===== config.mk =====
export PLATFORM = sky130hd
export DESIGN_NAME = open_spline_flattener
export DESIGN_NICKNAME = d
export VERILOG_FILES = /design/src/rtl/osf_pkg.sv /design/src/rtl/osf_alu.sv /design/src/rtl/osf_stack.sv /design/src/rtl/open_spline_flattener.sv
export SDC_FILE = /design/constraint.sdc
export NUM_CORES = 2
export LEC_CHECK = 0
export BUFFER_PORTS_ARGS = -buffer_cell sky130_fd_sc_hd__buf_2
export CAP_MARGIN = 20
export CORE_UTILIZATION = 50
export DETAILED_ROUTE_END_ITERATION = 8
export GPL_ROUTABILITY_DRIVEN = 0
export HOLD_SLACK_MARGIN = 0.05
export PLACE_DENSITY_LB_ADDON = 0.08
export SKIP_LAST_GASP = 1
export SLEW_MARGIN = 30
export SYNTH_ARGS = -nofsm -noshare
export SYNTH_HDL_FRONTEND = slang
export SYNTH_HIERARCHICAL = 1
export SYNTH_SLANG_ARGS = --single-unit

===== constraint.sdc =====
create_clock -name clk_i -period 36.2 [get_ports clk_i]
set_input_delay 5.43 -clock clk_i [delete_from_list [all_inputs] [get_ports clk_i]]
set_output_delay 5.43 -clock clk_i [all_outputs]
set_load 0.01 [all_outputs]

===== src/rtl/osf_pkg.sv =====
// ----------------------------------------------------------------------------
// osf_pkg: shared definitions for the open spline flattener
// Default sizes, register indexes, the datapath opcode and the stack command.
// ----------------------------------------------------------------------------
package osf_pkg;

  // Default sizes
  localparam int COORD_BITS_DEF    = 16;
  localparam int FRAC_BITS_DEF     = 8;
  localparam int STACK_ENTRIES_DEF = 8;

  // Controls per piece: start, two inner controls, end (x and y each)
  localparam int NUM_COORDS = 8;

  // Subdivision level and depth limit
  localparam int HARD_DEPTH = 4;
  localparam int LVL_W      = 3;

  // Configuration port
  localparam int CFG_IDX_W  = 2;
  localparam int CFG_DATA_W = 8;
  localparam int THR_W      = 8;

  localparam logic [CFG_IDX_W-1:0] CFG_FLAT_THRESHOLD = 2'd0;
  localparam logic [CFG_IDX_W-1:0] CFG_DEPTH_LIMIT    = 2'd1;

  localparam logic [THR_W-1:0] THR_RESET   = 8'd5;
  localparam logic [LVL_W-1:0] DEPTH_RESET = 3'd4;

  // Shared datapath operation
  typedef enum logic [0:0] {
    ALU_MID,   // floor((a + b) / 2)
    ALU_DIFF   // |a - b| < threshold
  } alu_op_e;

  // Piece stack command
  typedef struct packed {
    logic push;
    logic pop;
  } stk_cmd_t;

endpackage


===== src/rtl/osf_alu.sv =====
// ----------------------------------------------------------------------------
// osf_alu: shared two-lane midpoint / distance unit
// One adder per lane does either the midpoint sum or the difference that
// feeds the flatness compare against the threshold.
// ----------------------------------------------------------------------------
module osf_alu #(
  parameter int RW = osf_pkg::COORD_BITS_DEF + osf_pkg::FRAC_BITS_DEF
) (
  input  osf_pkg::alu_op_e op_i,
  input  logic signed [RW-1:0] a_x_i,
  input  logic signed [RW-1:0] b_x_i,
  input  logic signed [RW-1:0] a_y_i,
  input  logic signed [RW-1:0] b_y_i,
  input  logic [RW:0]          thr_i,
  output logic signed [RW-1:0] mid_x_o,
  output logic signed [RW-1:0] mid_y_o,
  output logic                 lt_o
);
  import osf_pkg::*;

  logic          sub;
  logic [RW:0]   ax, bx, ay, by;
  logic [RW:0]   sum_x, sum_y;
  logic [RW:0]   mag_x, mag_y;

  assign sub = (op_i == ALU_DIFF);

  assign ax = {a_x_i[RW-1], a_x_i};
  assign ay = {a_y_i[RW-1], a_y_i};
  assign bx = sub ? ~{b_x_i[RW-1], b_x_i} : {b_x_i[RW-1], b_x_i};
  assign by = sub ? ~{b_y_i[RW-1], b_y_i} : {b_y_i[RW-1], b_y_i};

  assign sum_x = ax + bx + {{RW{1'b0}}, sub};
  assign sum_y = ay + by + {{RW{1'b0}}, sub};

  // arithmetic shift right by one of the exact sum
  assign mid_x_o = sum_x[RW:1];
  assign mid_y_o = sum_y[RW:1];

  assign mag_x = sum_x[RW] ? (~sum_x + 1'b1) : sum_x;
  assign mag_y = sum_y[RW] ? (~sum_y + 1'b1) : sum_y;

  assign lt_o = (mag_x < thr_i) && (mag_y < thr_i);

endmodule


===== src/rtl/osf_stack.sv =====
// ----------------------------------------------------------------------------
// osf_stack: piece stack for depth-first subdivision
// One row per piece; push writes the top, pop reads it into a register.
// ----------------------------------------------------------------------------
module osf_stack #(
  parameter int DEPTH = osf_pkg::STACK_ENTRIES_DEF,
  parameter int WIDTH = 8
) (
  input  logic               clk_i,
  input  logic               rst_ni,
  input  osf_pkg::stk_cmd_t  cmd_i,
  input  logic [WIDTH-1:0]   wdata_i,
  output logic [WIDTH-1:0]   rdata_o,
  output logic               empty_o
);
  import osf_pkg::*;

  localparam int IdxW = (DEPTH > 1) ? $clog2(DEPTH) : 1;
  localparam int PtrW = $clog2(DEPTH + 1);

  logic [WIDTH-1:0] mem [DEPTH];
  logic [PtrW-1:0]  ptr_q;
  logic [PtrW-1:0]  ptr_m1;
  logic [WIDTH-1:0] rdata_q;
  logic             full;

  assign ptr_m1  = ptr_q - PtrW'(1);
  assign empty_o = (ptr_q == '0);
  assign full    = (ptr_q == PtrW'(DEPTH));
  assign rdata_o = rdata_q;

  always_ff @(posedge clk_i) begin
    if (cmd_i.push) begin
      mem[ptr_q[IdxW-1:0]] <= wdata_i;
    end
    if (cmd_i.pop) begin
      rdata_q <= mem[ptr_m1[IdxW-1:0]];
    end
  end

  always_ff @(posedge clk_i or negedge rst_ni) begin
    if (!rst_ni) begin
      ptr_q <= '0;
    end else if (cmd_i.push) begin
      ptr_q <= ptr_q + PtrW'(1);
    end else if (cmd_i.pop) begin
      ptr_q <= ptr_m1;
    end
  end

  a_no_overflow: assert property (@(posedge clk_i) disable iff (!rst_ni)
    cmd_i.push |-> !full) else $error("osf_stack: push on full stack");

  a_no_underflow: assert property (@(posedge clk_i) disable iff (!rst_ni)
    cmd_i.pop |-> !empty_o) else $error("osf_stack: pop on empty stack");

  a_one_op: assert property (@(posedge clk_i) disable iff (!rst_ni)
    !(cmd_i.push && cmd_i.pop)) else $error("osf_stack: push and pop together");

endmodule


===== src/rtl/open_spline_flattener.sv =====
// ----------------------------------------------------------------------------
// open_spline_flattener: open spline to polyline converter
// Flattens curve segments built from control point midpoints by stack-based
// midpoint subdivision and streams out the polyline vertices.
// ----------------------------------------------------------------------------
// Feed the control points of an open spline one beat at a time and mark the
// final point with last_point_i; each input beat produces zero or more vertex
// beats, and the final vertex beat of an input carries out_last_o. The first
// point comes out as is, the second only loads the carried controls, and each
// later point flattens one curve segment. A piece counts as flat when its
// start and end both lie within flat_threshold pixels, on each axis, of the
// midpoint of its inner controls; pieces at the depth limit (register value
// capped at 4 and at STACK_ENTRIES - 1) come out as flat, with depth_capped_o
// set unless they are flat. Coordinates run internally with FRAC_BITS
// fraction bits and are truncated toward zero on output. Timing: all
// arithmetic goes through one two-lane adder under the sequencer, one
// operation per cycle, so the block takes a new point only when the previous
// one is fully done. Each flat piece and each piece at the depth limit
// emits its start and the midpoint of its inner controls; the final point
// adds the carried midpoint and the endpoint. At depth limit 4 with no flat
// piece a segment yields 32 vertices. Output stalls hold the sequencer in
// its vertex states. Write configuration only while the block is idle.
// ----------------------------------------------------------------------------
module open_spline_flattener #(
  parameter int COORD_BITS    = osf_pkg::COORD_BITS_DEF,
  parameter int FRAC_BITS     = osf_pkg::FRAC_BITS_DEF,
  parameter int STACK_ENTRIES = osf_pkg::STACK_ENTRIES_DEF
) (
  input  logic                              clk_i,
  input  logic                              rst_ni,
  // configuration write channel
  input  logic                              cfg_valid_i,
  output logic                              cfg_ready_o,
  input  logic [osf_pkg::CFG_IDX_W-1:0]     cfg_index_i,
  input  logic [osf_pkg::CFG_DATA_W-1:0]    cfg_data_i,
  // control point channel
  input  logic                              in_valid_i,
  output logic                              in_ready_o,
  input  logic signed [COORD_BITS-1:0]      point_x_i,
  input  logic signed [COORD_BITS-1:0]      point_y_i,
  input  logic                              last_point_i,
  // vertex channel
  output logic                              out_valid_o,
  input  logic                              out_ready_i,
  output logic signed [COORD_BITS-1:0]      out_x_o,
  output logic signed [COORD_BITS-1:0]      out_y_o,
  output logic                              out_last_o,
  output logic                              depth_capped_o
);
  import osf_pkg::*;

  localparam int RW     = COORD_BITS + FRAC_BITS;
  localparam int RowW   = NUM_COORDS * RW + LVL_W;
  localparam int LimCap = (STACK_ENTRIES - 1 < HARD_DEPTH) ? STACK_ENTRIES - 1 : HARD_DEPTH;

  typedef logic signed [RW-1:0] raw_t;

  localparam raw_t RoundBias = raw_t'((1 << FRAC_BITS) - 1);

  typedef enum logic [4:0] {
    ST_IDLE,
    ST_EMIT_IN,
    ST_CARRY_A,
    ST_CARRY_B,
    ST_SEG_A,
    ST_SEG_B,
    ST_PUSH_SEG,
    ST_POP,
    ST_MID,
    ST_CHK0,
    ST_CHK1,
    ST_LEAF0,
    ST_LEAF1,
    ST_SP_R2,
    ST_SP_R4,
    ST_SP_L2,
    ST_SP_L4,
    ST_PUSH_R,
    ST_PUSH_L,
    ST_CARRY_U,
    ST_TAIL_MID,
    ST_TAIL_END
  } state_e;

  // Truncate a raw coordinate toward zero to whole pixels.
  function automatic logic [COORD_BITS-1:0] to_pixel(input raw_t raw);
    raw_t biased;
    biased = raw + (raw[RW-1] ? RoundBias : raw_t'(0));
    return biased[RW-1:FRAC_BITS];
  endfunction

  // Configuration registers
  logic [THR_W-1:0] cfg_thr_q;
  logic [LVL_W-1:0] cfg_depth_q;
  logic [LVL_W-1:0] lim;
  logic [RW:0]      thr;

  // Sequencer state and working registers (index 0 is x, 1 is y)
  state_e       state_q;
  logic [1:0]   points_seen_q;
  logic         last_q;
  logic         f_q;
  logic         cap_q;
  raw_t         p_q     [2];
  raw_t         prev_q  [2];
  raw_t         carry_q [4];
  raw_t         e4_q    [2];
  raw_t         e6_q    [2];
  raw_t         m_q     [2];
  raw_t         n2_q    [2];
  raw_t         n4_q    [2];
  raw_t         k2_q    [2];
  raw_t         k4_q    [2];

  // Output register
  logic                  out_valid_q;
  logic [COORD_BITS-1:0] out_x_q, out_y_q;
  logic                  out_last_q, out_capped_q;

  // Shared unit
  alu_op_e alu_op;
  raw_t    alu_ax, alu_bx, alu_ay, alu_by;
  raw_t    alu_mx, alu_my;
  logic    alu_lt;

  // Piece stack
  stk_cmd_t         stk_cmd;
  logic [RowW-1:0]  stk_wdata, stk_rdata;
  logic             stk_empty;
  raw_t             pc [NUM_COORDS];
  logic [LVL_W-1:0] pc_lvl;
  logic [LVL_W-1:0] child_lvl;

  // Vertex selection
  logic emit_req, emit_ok, emit_last, emit_capped;
  raw_t emit_x, emit_y;

  assign cfg_ready_o = 1'b1;
  assign in_ready_o  = (state_q == ST_IDLE);

  assign lim = (cfg_depth_q > LVL_W'(LimCap)) ? LVL_W'(LimCap) : cfg_depth_q;
  assign thr = (RW + 1)'({cfg_thr_q, {FRAC_BITS{1'b0}}});

  // Configuration writes
  always_ff @(posedge clk_i or negedge rst_ni) begin
    if (!rst_ni) begin
      cfg_thr_q   <= THR_RESET;
      cfg_depth_q <= DEPTH_RESET;
    end else if (cfg_valid_i) begin
      case (cfg_index_i)
        CFG_FLAT_THRESHOLD: cfg_thr_q   <= cfg_data_i;
        CFG_DEPTH_LIMIT:    cfg_depth_q <= cfg_data_i[LVL_W-1:0];
        default: ;
      endcase
    end
  end

  // Unpack the popped piece; it stays in the stack read register until the
  // next pop.
  always_comb begin
    for (int k = 0; k < NUM_COORDS; k++) begin
      pc[k] = stk_rdata[k*RW +: RW];
    end
    pc_lvl = stk_rdata[NUM_COORDS*RW +: LVL_W];
  end

  assign child_lvl = pc_lvl + LVL_W'(1);

  // Operand selection for the shared unit
  always_comb begin
    alu_op = ALU_MID;
    alu_ax = prev_q[0];
    alu_ay = prev_q[1];
    alu_bx = p_q[0];
    alu_by = p_q[1];
    case (state_q)
      ST_CARRY_B: begin
        alu_ax = carry_q[0];
        alu_ay = carry_q[1];
      end
      ST_SEG_B: begin
        alu_bx = e6_q[0];
        alu_by = e6_q[1];
      end
      ST_MID: begin
        alu_ax = pc[2];
        alu_ay = pc[3];
        alu_bx = pc[4];
        alu_by = pc[5];
      end
      ST_CHK0: begin
        alu_op = ALU_DIFF;
        alu_ax = pc[0];
        alu_ay = pc[1];
        alu_bx = m_q[0];
        alu_by = m_q[1];
      end
      ST_CHK1: begin
        alu_op = ALU_DIFF;
        alu_ax = m_q[0];
        alu_ay = m_q[1];
        alu_bx = pc[6];
        alu_by = pc[7];
      end
      ST_SP_R2: begin
        alu_ax = m_q[0];
        alu_ay = m_q[1];
        alu_bx = pc[4];
        alu_by = pc[5];
      end
      ST_SP_R4: begin
        alu_ax = pc[4];
        alu_ay = pc[5];
        alu_bx = pc[6];
        alu_by = pc[7];
      end
      ST_SP_L2: begin
        alu_ax = pc[0];
        alu_ay = pc[1];
        alu_bx = pc[2];
        alu_by = pc[3];
      end
      ST_SP_L4: begin
        alu_ax = pc[2];
        alu_ay = pc[3];
        alu_bx = m_q[0];
        alu_by = m_q[1];
      end
      ST_CARRY_U: begin
        alu_ax = e6_q[0];
        alu_ay = e6_q[1];
      end
      default: ;
    endcase
  end

  osf_alu #(
    .RW (RW)
  ) u_alu (
    .op_i    (alu_op),
    .a_x_i   (alu_ax),
    .b_x_i   (alu_bx),
    .a_y_i   (alu_ay),
    .b_y_i   (alu_by),
    .thr_i   (thr),
    .mid_x_o (alu_mx),
    .mid_y_o (alu_my),
    .lt_o    (alu_lt)
  );

  // Stack commands and row to push
  always_comb begin
    stk_cmd.push = (state_q == ST_PUSH_SEG) || (state_q == ST_PUSH_R) ||
                   (state_q == ST_PUSH_L);
    stk_cmd.pop  = (state_q == ST_POP);
    case (state_q)
      ST_PUSH_SEG: stk_wdata = {LVL_W'(0), e6_q[1], e6_q[0], e4_q[1], e4_q[0],
                                carry_q[3], carry_q[2], carry_q[1], carry_q[0]};
      ST_PUSH_R:   stk_wdata = {child_lvl, pc[7], pc[6], n4_q[1], n4_q[0],
                                n2_q[1], n2_q[0], m_q[1], m_q[0]};
      ST_PUSH_L:   stk_wdata = {child_lvl, m_q[1], m_q[0], k4_q[1], k4_q[0],
                                k2_q[1], k2_q[0], pc[1], pc[0]};
      default:     stk_wdata = '0;
    endcase
  end

  osf_stack #(
    .DEPTH (STACK_ENTRIES),
    .WIDTH (RowW)
  ) u_stack (
    .clk_i   (clk_i),
    .rst_ni  (rst_ni),
    .cmd_i   (stk_cmd),
    .wdata_i (stk_wdata),
    .rdata_o (stk_rdata),
    .empty_o (stk_empty)
  );

  // Vertex to emit in the current state
  always_comb begin
    emit_req    = 1'b0;
    emit_x      = p_q[0];
    emit_y      = p_q[1];
    emit_last   = 1'b0;
    emit_capped = 1'b0;
    case (state_q)
      ST_EMIT_IN: begin
        emit_req  = 1'b1;
        emit_last = 1'b1;
      end
      ST_LEAF0: begin
        emit_req    = 1'b1;
        emit_x      = pc[0];
        emit_y      = pc[1];
        emit_capped = cap_q;
      end
      ST_LEAF1: begin
        // the final flat piece ends the item unless the endpoint follows
        emit_req    = 1'b1;
        emit_x      = m_q[0];
        emit_y      = m_q[1];
        emit_capped = cap_q;
        emit_last   = stk_empty && !last_q;
      end
      ST_TAIL_MID: begin
        emit_req = 1'b1;
        emit_x   = carry_q[0];
        emit_y   = carry_q[1];
      end
      ST_TAIL_END: begin
        emit_req  = 1'b1;
        emit_last = 1'b1;
      end
      default: ;
    endcase
  end

  assign emit_ok = !out_valid_q || out_ready_i;

  // Sequencer and output register
  always_ff @(posedge clk_i or negedge rst_ni) begin
    if (!rst_ni) begin
      state_q       <= ST_IDLE;
      points_seen_q <= 2'd0;
      last_q        <= 1'b0;
      f_q           <= 1'b0;
      cap_q         <= 1'b0;
      out_valid_q   <= 1'b0;
      prev_q        <= '{default: '0};
      carry_q       <= '{default: '0};
    end else begin
      // output register: load a new vertex beat or drop the taken one
      if (emit_req && emit_ok) begin
        out_valid_q  <= 1'b1;
        out_x_q      <= to_pixel(emit_x);
        out_y_q      <= to_pixel(emit_y);
        out_last_q   <= emit_last;
        out_capped_q <= emit_capped;
      end else if (out_ready_i) begin
        out_valid_q <= 1'b0;
      end

      case (state_q)
        ST_IDLE: begin
          if (in_valid_i) begin
            p_q[0] <= {point_x_i, {FRAC_BITS{1'b0}}};
            p_q[1] <= {point_y_i, {FRAC_BITS{1'b0}}};
            last_q <= last_point_i;
            case (points_seen_q)
              2'd0:    state_q <= ST_EMIT_IN;
              2'd1:    state_q <= ST_CARRY_A;
              default: state_q <= ST_SEG_A;
            endcase
          end
        end
        ST_EMIT_IN: begin
          if (emit_ok) begin
            prev_q        <= p_q;
            points_seen_q <= last_q ? 2'd0 : 2'd1;
            state_q       <= ST_IDLE;
          end
        end
        // second point: load the carried controls
        ST_CARRY_A: begin
          carry_q[0] <= alu_mx;
          carry_q[1] <= alu_my;
          state_q    <= ST_CARRY_B;
        end
        ST_CARRY_B: begin
          carry_q[2]    <= alu_mx;
          carry_q[3]    <= alu_my;
          prev_q        <= p_q;
          points_seen_q <= 2'd2;
          state_q       <= last_q ? ST_TAIL_MID : ST_IDLE;
        end
        // later points: build the segment end controls
        ST_SEG_A: begin
          e6_q[0] <= alu_mx;
          e6_q[1] <= alu_my;
          state_q <= ST_SEG_B;
        end
        ST_SEG_B: begin
          e4_q[0] <= alu_mx;
          e4_q[1] <= alu_my;
          state_q <= ST_PUSH_SEG;
        end
        ST_PUSH_SEG: state_q <= ST_POP;
        ST_POP:      state_q <= ST_MID;
        ST_MID: begin
          m_q[0]  <= alu_mx;
          m_q[1]  <= alu_my;
          state_q <= ST_CHK0;
        end
        ST_CHK0: begin
          f_q     <= alu_lt;
          state_q <= ST_CHK1;
        end
        ST_CHK1: begin
          if ((f_q && alu_lt) || (pc_lvl >= lim)) begin
            cap_q   <= !(f_q && alu_lt);
            state_q <= ST_LEAF0;
          end else begin
            state_q <= ST_SP_R2;
          end
        end
        ST_LEAF0: begin
          if (emit_ok) begin
            state_q <= ST_LEAF1;
          end
        end
        ST_LEAF1: begin
          if (emit_ok) begin
            state_q <= stk_empty ? ST_CARRY_U : ST_POP;
          end
        end
        // split: right half pushed first so the left half pops next
        ST_SP_R2: begin
          n2_q[0] <= alu_mx;
          n2_q[1] <= alu_my;
          state_q <= ST_SP_R4;
        end
        ST_SP_R4: begin
          n4_q[0] <= alu_mx;
          n4_q[1] <= alu_my;
          state_q <= ST_SP_L2;
        end
        ST_SP_L2: begin
          k2_q[0] <= alu_mx;
          k2_q[1] <= alu_my;
          state_q <= ST_SP_L4;
        end
        ST_SP_L4: begin
          k4_q[0] <= alu_mx;
          k4_q[1] <= alu_my;
          state_q <= ST_PUSH_R;
        end
        ST_PUSH_R: state_q <= ST_PUSH_L;
        ST_PUSH_L: state_q <= ST_POP;
        // segment done: advance the carried controls
        ST_CARRY_U: begin
          carry_q[0] <= e6_q[0];
          carry_q[1] <= e6_q[1];
          carry_q[2] <= alu_mx;
          carry_q[3] <= alu_my;
          prev_q     <= p_q;
          state_q    <= last_q ? ST_TAIL_MID : ST_IDLE;
        end
        ST_TAIL_MID: begin
          if (emit_ok) begin
            state_q <= ST_TAIL_END;
          end
        end
        ST_TAIL_END: begin
          if (emit_ok) begin
            points_seen_q <= 2'd0;
            state_q       <= ST_IDLE;
          end
        end
        default: state_q <= ST_IDLE;
      endcase
    end
  end

  assign out_valid_o    = out_valid_q;
  assign out_x_o        = out_x_q;
  assign out_y_o        = out_y_q;
  assign out_last_o     = out_last_q;
  assign depth_capped_o = out_capped_q;

  a_idle_stack_empty: assert property (@(posedge clk_i) disable iff (!rst_ni)
    in_ready_o |-> stk_empty) else $error("osf: idle with pieces left on stack");

  a_points_seen_range: assert property (@(posedge clk_i) disable iff (!rst_ni)
    points_seen_q != 2'd3) else $error("osf: bad point count");

  a_tail_needs_last: assert property (@(posedge clk_i) disable iff (!rst_ni)
    (state_q == ST_TAIL_END) |-> last_q) else $error("osf: endpoint without last point");

endmodule


=== After elaboration in Yosys (flattened, before gate mapping) ===
Memories as Yosys holds them, arrays and structs flattened. A register that Yosys moved wholly into a read port is not among the register bits.
Cells that the tools add are included.

* Add/sub/neg operators: 11
* Magnitude comparators: 4
* Eq/ne operators: 30
* Mux-type cells: 54
* Bitwise gates (word level): 4
* Reductions and logical operators: 48

{| class="wikitable"
|+ Operators with widths
! operator !! number
|-
| $pmux W195 S3 || 1
|-
| $pmux W24 S6 || 2
|-
| $pmux W24 S5 || 2
|-
| $pmux W48 S2 || 2
|-
| $pmux W24 S3 || 2
|-
| $mux W25 || 4
|-
| $not A25 Y25 || 4
|-
| $pmux W5 S19 || 1
|-
| $add A25 B1 Y25 || 2
|-
| $add A25 B1 Y25 const B || 2
|-
| $add A25 B25 Y25 || 2
|-
| $lt A25 B16 Y1 || 2
|-
| $add A24 B9 Y24 || 2
|-
| $mux W48 || 1
|-
| $eq A5 B4 Y1 const B || 8
|-
| $mux W5 || 7
|-
| $eq A5 B5 Y1 const B || 6
|-
| $reduce_or A2 Y1 || 11
|-
| $mux W1 || 21
|-
| $eq A5 B3 Y1 const B || 4
|-
| $mux W8 || 2
|-
| $ne A2 B2 Y1 const B || 6
|-
| $reduce_and A2 Y1 || 6
|-
| $logic_and A1 B1 Y1 || 11
|-
| 25 further kinds || 40
|}

* Bits in registers: 236
* RAM bits: 1896
* Input bits: 48
* Output and inout port bits: 37
* Logic and storage cells: 180
* Memories kept: 8

{| class="wikitable"
|+ Memories
! memory !! words !! width !! read ports !! clocked after memory_dff !! write ports !! line !! text
|-
| u_stack.mem || 8 || 195 || 1 || 1 || 1 || osf_stack.sv:21 || <nowiki>logic [WIDTH-1:0] mem [DEPTH];</nowiki>
|-
| e4_q || 2 || 24 || 2 || 0 || 2 || open_spline_flattener.sv:107 || <nowiki>raw_t e4_q [2];</nowiki>
|-
| e6_q || 2 || 24 || 2 || 0 || 2 || open_spline_flattener.sv:108 || <nowiki>raw_t e6_q [2];</nowiki>
|-
| k2_q || 2 || 24 || 2 || 0 || 2 || open_spline_flattener.sv:112 || <nowiki>raw_t k2_q [2];</nowiki>
|-
| k4_q || 2 || 24 || 2 || 0 || 2 || open_spline_flattener.sv:113 || <nowiki>raw_t k4_q [2];</nowiki>
|-
| m_q || 2 || 24 || 2 || 0 || 2 || open_spline_flattener.sv:109 || <nowiki>raw_t m_q [2];</nowiki>
|-
| 2 more memories || n/a || n/a || n/a || n/a || n/a || n/a ||
|}

=== Depth between registers and ports, before layout ===
* Word-level depth: 16
* Depth in mapped cells: 39

=== Cells and area by module ===
The synthesis kept the hierarchy.

{| class="wikitable"
|+ By module, submodules not included
! module !! times used !! cells each !! area each (um2)
|-
| osf_stack || 1 || 3809 || 67544.8
|-
| open_spline_flattener || 1 || 2646 || 27781.6
|-
| osf_alu || 1 || 743 || 5308.8
|}

=== Worst setup path before layout ===
Ideal clock, no wire load.

* Path kind: reg-to-reg
* Start point: reg state_q[1]
* End point: mem u_stack/mem[0][0] in the netlist's numbering (enable)
* Library setup time: 0.989 ns
* Arrival time: 15.249 ns
* Data required time: 35.211 ns
* Slack: 19.962 ns
* Stages on the path, launching flop included: 11
* Cells stage by stage: dfrtp_1 -> buf_6 -> clkbuf_1 -> clkbuf_1 -> buf_1 -> nand2_1 -> nor3_1 -> or3_1 -> clkbuf_1 -> nand2_1 -> nor3_1

{| class="wikitable"
|+ RTL lines
! what !! line !! text
|-
| start: declaration || open_spline_flattener.sv:99 || <nowiki>state_e state_q;</nowiki>
|-
| start signal: assignment || open_spline_flattener.sv:374 || <nowiki>state_q <= last_q ? ST_TAIL_MID : ST_IDLE;</nowiki>
|-
| start signal: assignment || open_spline_flattener.sv:413 || <nowiki>state_q <= stk_empty ? ST_CARRY_U : ST_POP;</nowiki>
|-
| start signal: assignment || open_spline_flattener.sv:446 || <nowiki>state_q <= last_q ? ST_TAIL_MID : ST_IDLE;</nowiki>
|-
| end: declaration || osf_stack.sv:21 ||
|}

=== Worst setup path after layout ===
* Start point: reg state_q[4]
* End point: reg state_q[1]

* Cells in the longest elaborated chain, start to end: 16

{| class="wikitable"
|+ RTL lines
! what !! line !! text
|-
| $eq A5 B5 Y1 / $eq A5 B4 Y1 (equally long branches) || open_spline_flattener.sv:176 || <nowiki>case (state_q)</nowiki>
|-
| $reduce_or A2 Y1 (no source line) || n/a ||
|-
| $pmux W24 S5 (*) || open_spline_flattener.sv:176 ||
|-
| via alu_bx[0] || open_spline_flattener.sv:122 || <nowiki>raw_t alu_ax, alu_bx, alu_ay, alu_by;</nowiki>
|-
| $not A25 Y25 || osf_alu.sv:30 || <nowiki>assign bx = sub ? ~{b_x_i[RW-1], b_x_i} : {b_x_i[RW-1], b_x_i};</nowiki>
|-
| $mux W25 (*) || osf_alu.sv:30 ||
|-
| $add A25 B25 Y25 (*) || osf_alu.sv:33 || <nowiki>assign sum_x = ax + bx + {{RW{1'b0}}, sub};</nowiki>
|-
| $add A25 B1 Y25 (*) || osf_alu.sv:33 ||
|-
| via alu_mx[23] || open_spline_flattener.sv:123 || <nowiki>raw_t alu_mx, alu_my;</nowiki>
|-
| (+2 left out) || n/a ||
|-
| $mux W25 (*) || osf_alu.sv:40 || <nowiki>assign mag_x = sum_x[RW] ? (~sum_x + 1'b1) : sum_x;</nowiki>
|-
| $lt A25 B16 Y1 (*) || osf_alu.sv:43 || <nowiki>assign lt_o = (mag_x < thr_i) && (mag_y < thr_i);</nowiki>
|-
| $logic_and A1 B1 Y1 (*) || osf_alu.sv:43 ||
|-
| via alu_lt || open_spline_flattener.sv:124 || <nowiki>logic alu_lt;</nowiki>
|-
| $logic_and A1 B1 Y1 (*) || open_spline_flattener.sv:399 || <nowiki>if ((f_q && alu_lt) || (pc_lvl >= lim)) begin</nowiki>
|-
| $logic_or A1 B1 Y1 (*) || open_spline_flattener.sv:399 ||
|-
| $mux W3 (*) || open_spline_flattener.sv:399 ||
|-
| $pmux W5 S19 (*) || open_spline_flattener.sv:343 || <nowiki>case (state_q)</nowiki>
|}

The timed path passes the listed nets; every way through them passes the cells marked *.
A chain may end at the register's enable or synchronous reset.

==> metrics.cfg <==
[sta]
tightest_slew_ns = 1.17
final-hold-violation-count = 0
worst_clock_skew_ns = 0.0506
post-route-period-util_pct = 27.7
rsz0062_at_grt = false
timing.fmax_ghz = 0.0996
layout_min_cycle_time_ns = 10.04
fin_setup_tns_ns = 0
final_max_slew_viol_count = 0
setup_viol = 0
slew_headroom_pct = 22.2

[yosys]
synth_warnings = 6
synth_ff_type = edfxtp_1
synth_edf_count = 2157
synth_area_per_cell_um2 = 14.0
ys_seq_area_share_pct = 68.2
synth_cell_type_count = 109
syn_inst = 7198
synthArstFlopShare_pct = 6.66
syn_area_um2 = 101000
synth-seq-cells = 2311

[floorplan]
die_w_um = 451
start_util_pct = 50.4
num_rows = 164
die_area_um2 = 203000
die_y_um = 451
core_um2 = 200000
boundaryPins = 85

[pwr]
switching_share_pct = 41.1
power_leakage_nw = 39.8
comb_power_share_pct = 47.3
power.density_nw_per_um2 = 107
clockPowerShare_pct = 20.7
internal_power_mw = 7.06
peakVddDrop_mv = 0.167
p_switching_mw = 4.93
seqPwrFrac_pct = 32.0

[routing]
vias_per_cell = 6.27
post_drt_wl_per_cell_um = 29.0
first_iter_violations = 7153
post-route-drc-count = 24
drt_pass1_iterations = 9
wl_mm = 292
ant_nets = 0
vias = 63100

[clock_network]
clock-root-buffer = clkbuf_16
cts_sinks = 2311
clk-insertion-delay-late_ns = 0.90
cts_tree = built
cts_buffers = 236
postCtsHoldBufs = 0
cts.clk_slew.worst_paths_ns = 0.06
post-cts-setup-buffers = 0
cts_resized = 0
cts_buffer_depth = 3
cts.htree.levels = 4

[setup_path]
cp-start-kind = flip-flop
cp-end-kind = flip-flop
crit_fanout = 43
path_class = reg2reg
worst_path_largest_cell_delay_ns = 0.86
path_common_cell = o21ai_0
cp.required_ns = 37.02
arrival_ns = 10.87
slowest_stage = nor2_4

[global_route]
grt_pass1_wl_mm = 425
grt_util_all_layers_pct = 28.5
antenna_found_initial = 4
grt_max_degree = 148
first_global_vias = 61200
overflow = 0

[worst_hold_path]
hold_class = reg2reg

[layout]
drive_above_1_share_pct = 9.78
finish.utilization_pct = 56.1
final_area_um2 = 112000
syn_to_final_growth_pct = 11.4
nNetsFinal = 7367

[job]
maxCapViolCount = 0

[status]
status = finished with violations
violations = DRC

[place]
portBuffers = 83
place_area_um2 = 104000
place_hpwl_mm = 170

cell usage after synthesis (all sizes together), types with 50 or more instances:
library cell / instances / share of area (%)
xor2: 85 / 0.74
clkbuf: 283 / 1.1
o21ai: 162 / 0.82
ha: 116 / 1.4
dfrtp: 151 / 3.8
nand2: 837 / 3.1
a21oi: 91 / 0.45
a22oi: 308 / 2.3
and4: 197 / 1.7
inv: 78 / 0.29
buf: 196 / 0.97
mux2i: 882 / 8.8
a31oi: 51 / 0.32
edfxtp: 2157 / 64
nor2: 149 / 0.57
xnor2: 68 / 0.60
nor3: 50 / 0.28
nand3: 817 / 4.1
registers in the layout (all words and copies together), names as in the netlist, 16 cells and up:
| name | cells |
|---|---|
| out_y_o | 16 |
| m_q | 48 |
| out_x_o | 16 |
| k4_q | 48 |
| prev_q | 32 |
| n4_q | 48 |
| carry_q | 96 |
| p_q | 32 |
| k2_q | 48 |
| u_stack/rdata_o | 195 |
| u_stack/mem | 1560 |
| e4_q | 48 |
| n2_q | 48 |
| e6_q | 48 |
cells in the final DEF, fill, tap and decap left out, drive strengths merged, types with 50 or more instances in the layout:
cell and count:
o21ai 162, edfxtp 2157, ha 116, clkinv 96, nand2 837, a31oi 51, a22oi 308, inv 86
nor2 149, nor3 50, clkbuf 310, xor2 85, nand3 817, and4 197, buf 226, xnor2 68
mux2i 882, dfrtp 151, a21oi 91
stage by stage:
step / setup slack (ns) / total power [mW] / std cells / hold WS [ns]
floorplan: 19.96 / 7.70 / 7215 / 0.443
global placement: 26.80 / 9.37 / 9616 / 0.458
detailed placement: 26.55 / 9.46 / 9617 / 0.462
CTS: 26.52 / 12.0 / 10100 / 0.471
global route: 25.71 / 12.6 / 10100 / 0.491
finish: 26.16 / 12.0 / 10100 / 0.469
cell families after synthesis:
| logic type | count (synthesis) | synth area share [%] |
|---|---|---|
| mux | 928 | 9.29 |
| fa+ha+maj | 118 | 1.48 |
| flops | 2311 | 68.2 |
| other cells | 2 | 0.00746 |
| xor+xnor | 153 | 1.34 |
| simple gates | 2217 | 10.9 |
| buf+inv | 559 | 2.33 |
| compound gates | 910 | 6.45 |
worst paths after layout:
| path | endpoint | slack (ns) | cells after the start | startpoint |
|---|---|---|---|---|
| max | state_q[1] | 26.16 | 30 | state_q[4] |
| max reg2reg | state_q[1] | 26.16 | 30 | state_q[4] |
| min in group asynchronous | out_valid_o | 4.49 | 1 | rst_ni |
| max in group asynchronous | state_q[4] | 30.39 | 2 | rst_ni |
| min reg2reg | u_stack/ptr_q[3] | 0.47 | 1 | u_stack/ptr_q[3] |
| min | u_stack/ptr_q[3] | 0.47 | 1 | u_stack/ptr_q[3] |
cell type report:
class	instances	area, um2
Clock buffer	309	6350
Timing Repair Buffer	227	1770
Inverter	80	315
Antenna cell	5	12.5
Tap cell	2656	3320
Multi-Input combinational cell	4345	30100
Fill cell	16100	87800
Clock inverter	141	1600
Sequential cell	2311	68600
critical path: cells and delay by family, from the launching register on:
kind	cells	cell delay, ns
simple gates	8	2.47
flops	1	0.82
compound gates	17	4.34
mux	1	0.20
buf+inv	2	1.33
fa+ha+maj	2	0.78
power by group through the flow:
| stage | logic (mW) | clock network (mW) | registers [mW] |
|---|---|---|---|
| floorplan | 3.86 | 0 | 3.84 |
| global placement | 5.48 | 0 | 3.89 |
| detailed placement | 5.57 | 0 | 3.89 |
| CTS | 5.59 | 2.52 | 3.84 |
| global route | 6.09 | 2.62 | 3.86 |
| finish | 5.66 | 2.48 | 3.84 |
routing by layer:
| layer | share of wire [%] | track usage [%] | routed length (um) | vias to the layer above |
|---|---|---|---|---|
| li1 | - | - | - | 27700 |
| met1 | 41 | 38.6 | 121000 | 32300 |
| met2 | 48 | 46.3 | 139000 | 2518 |
| met3 | 6.8 | 4.34 | 19800 | 540 |
| met4 | 4.1 | 11.4 | 12100 | 0 |
| met5 | 0 | 0 | 0 | - |
Note: power is estimated with default switching activity, not from simulation.
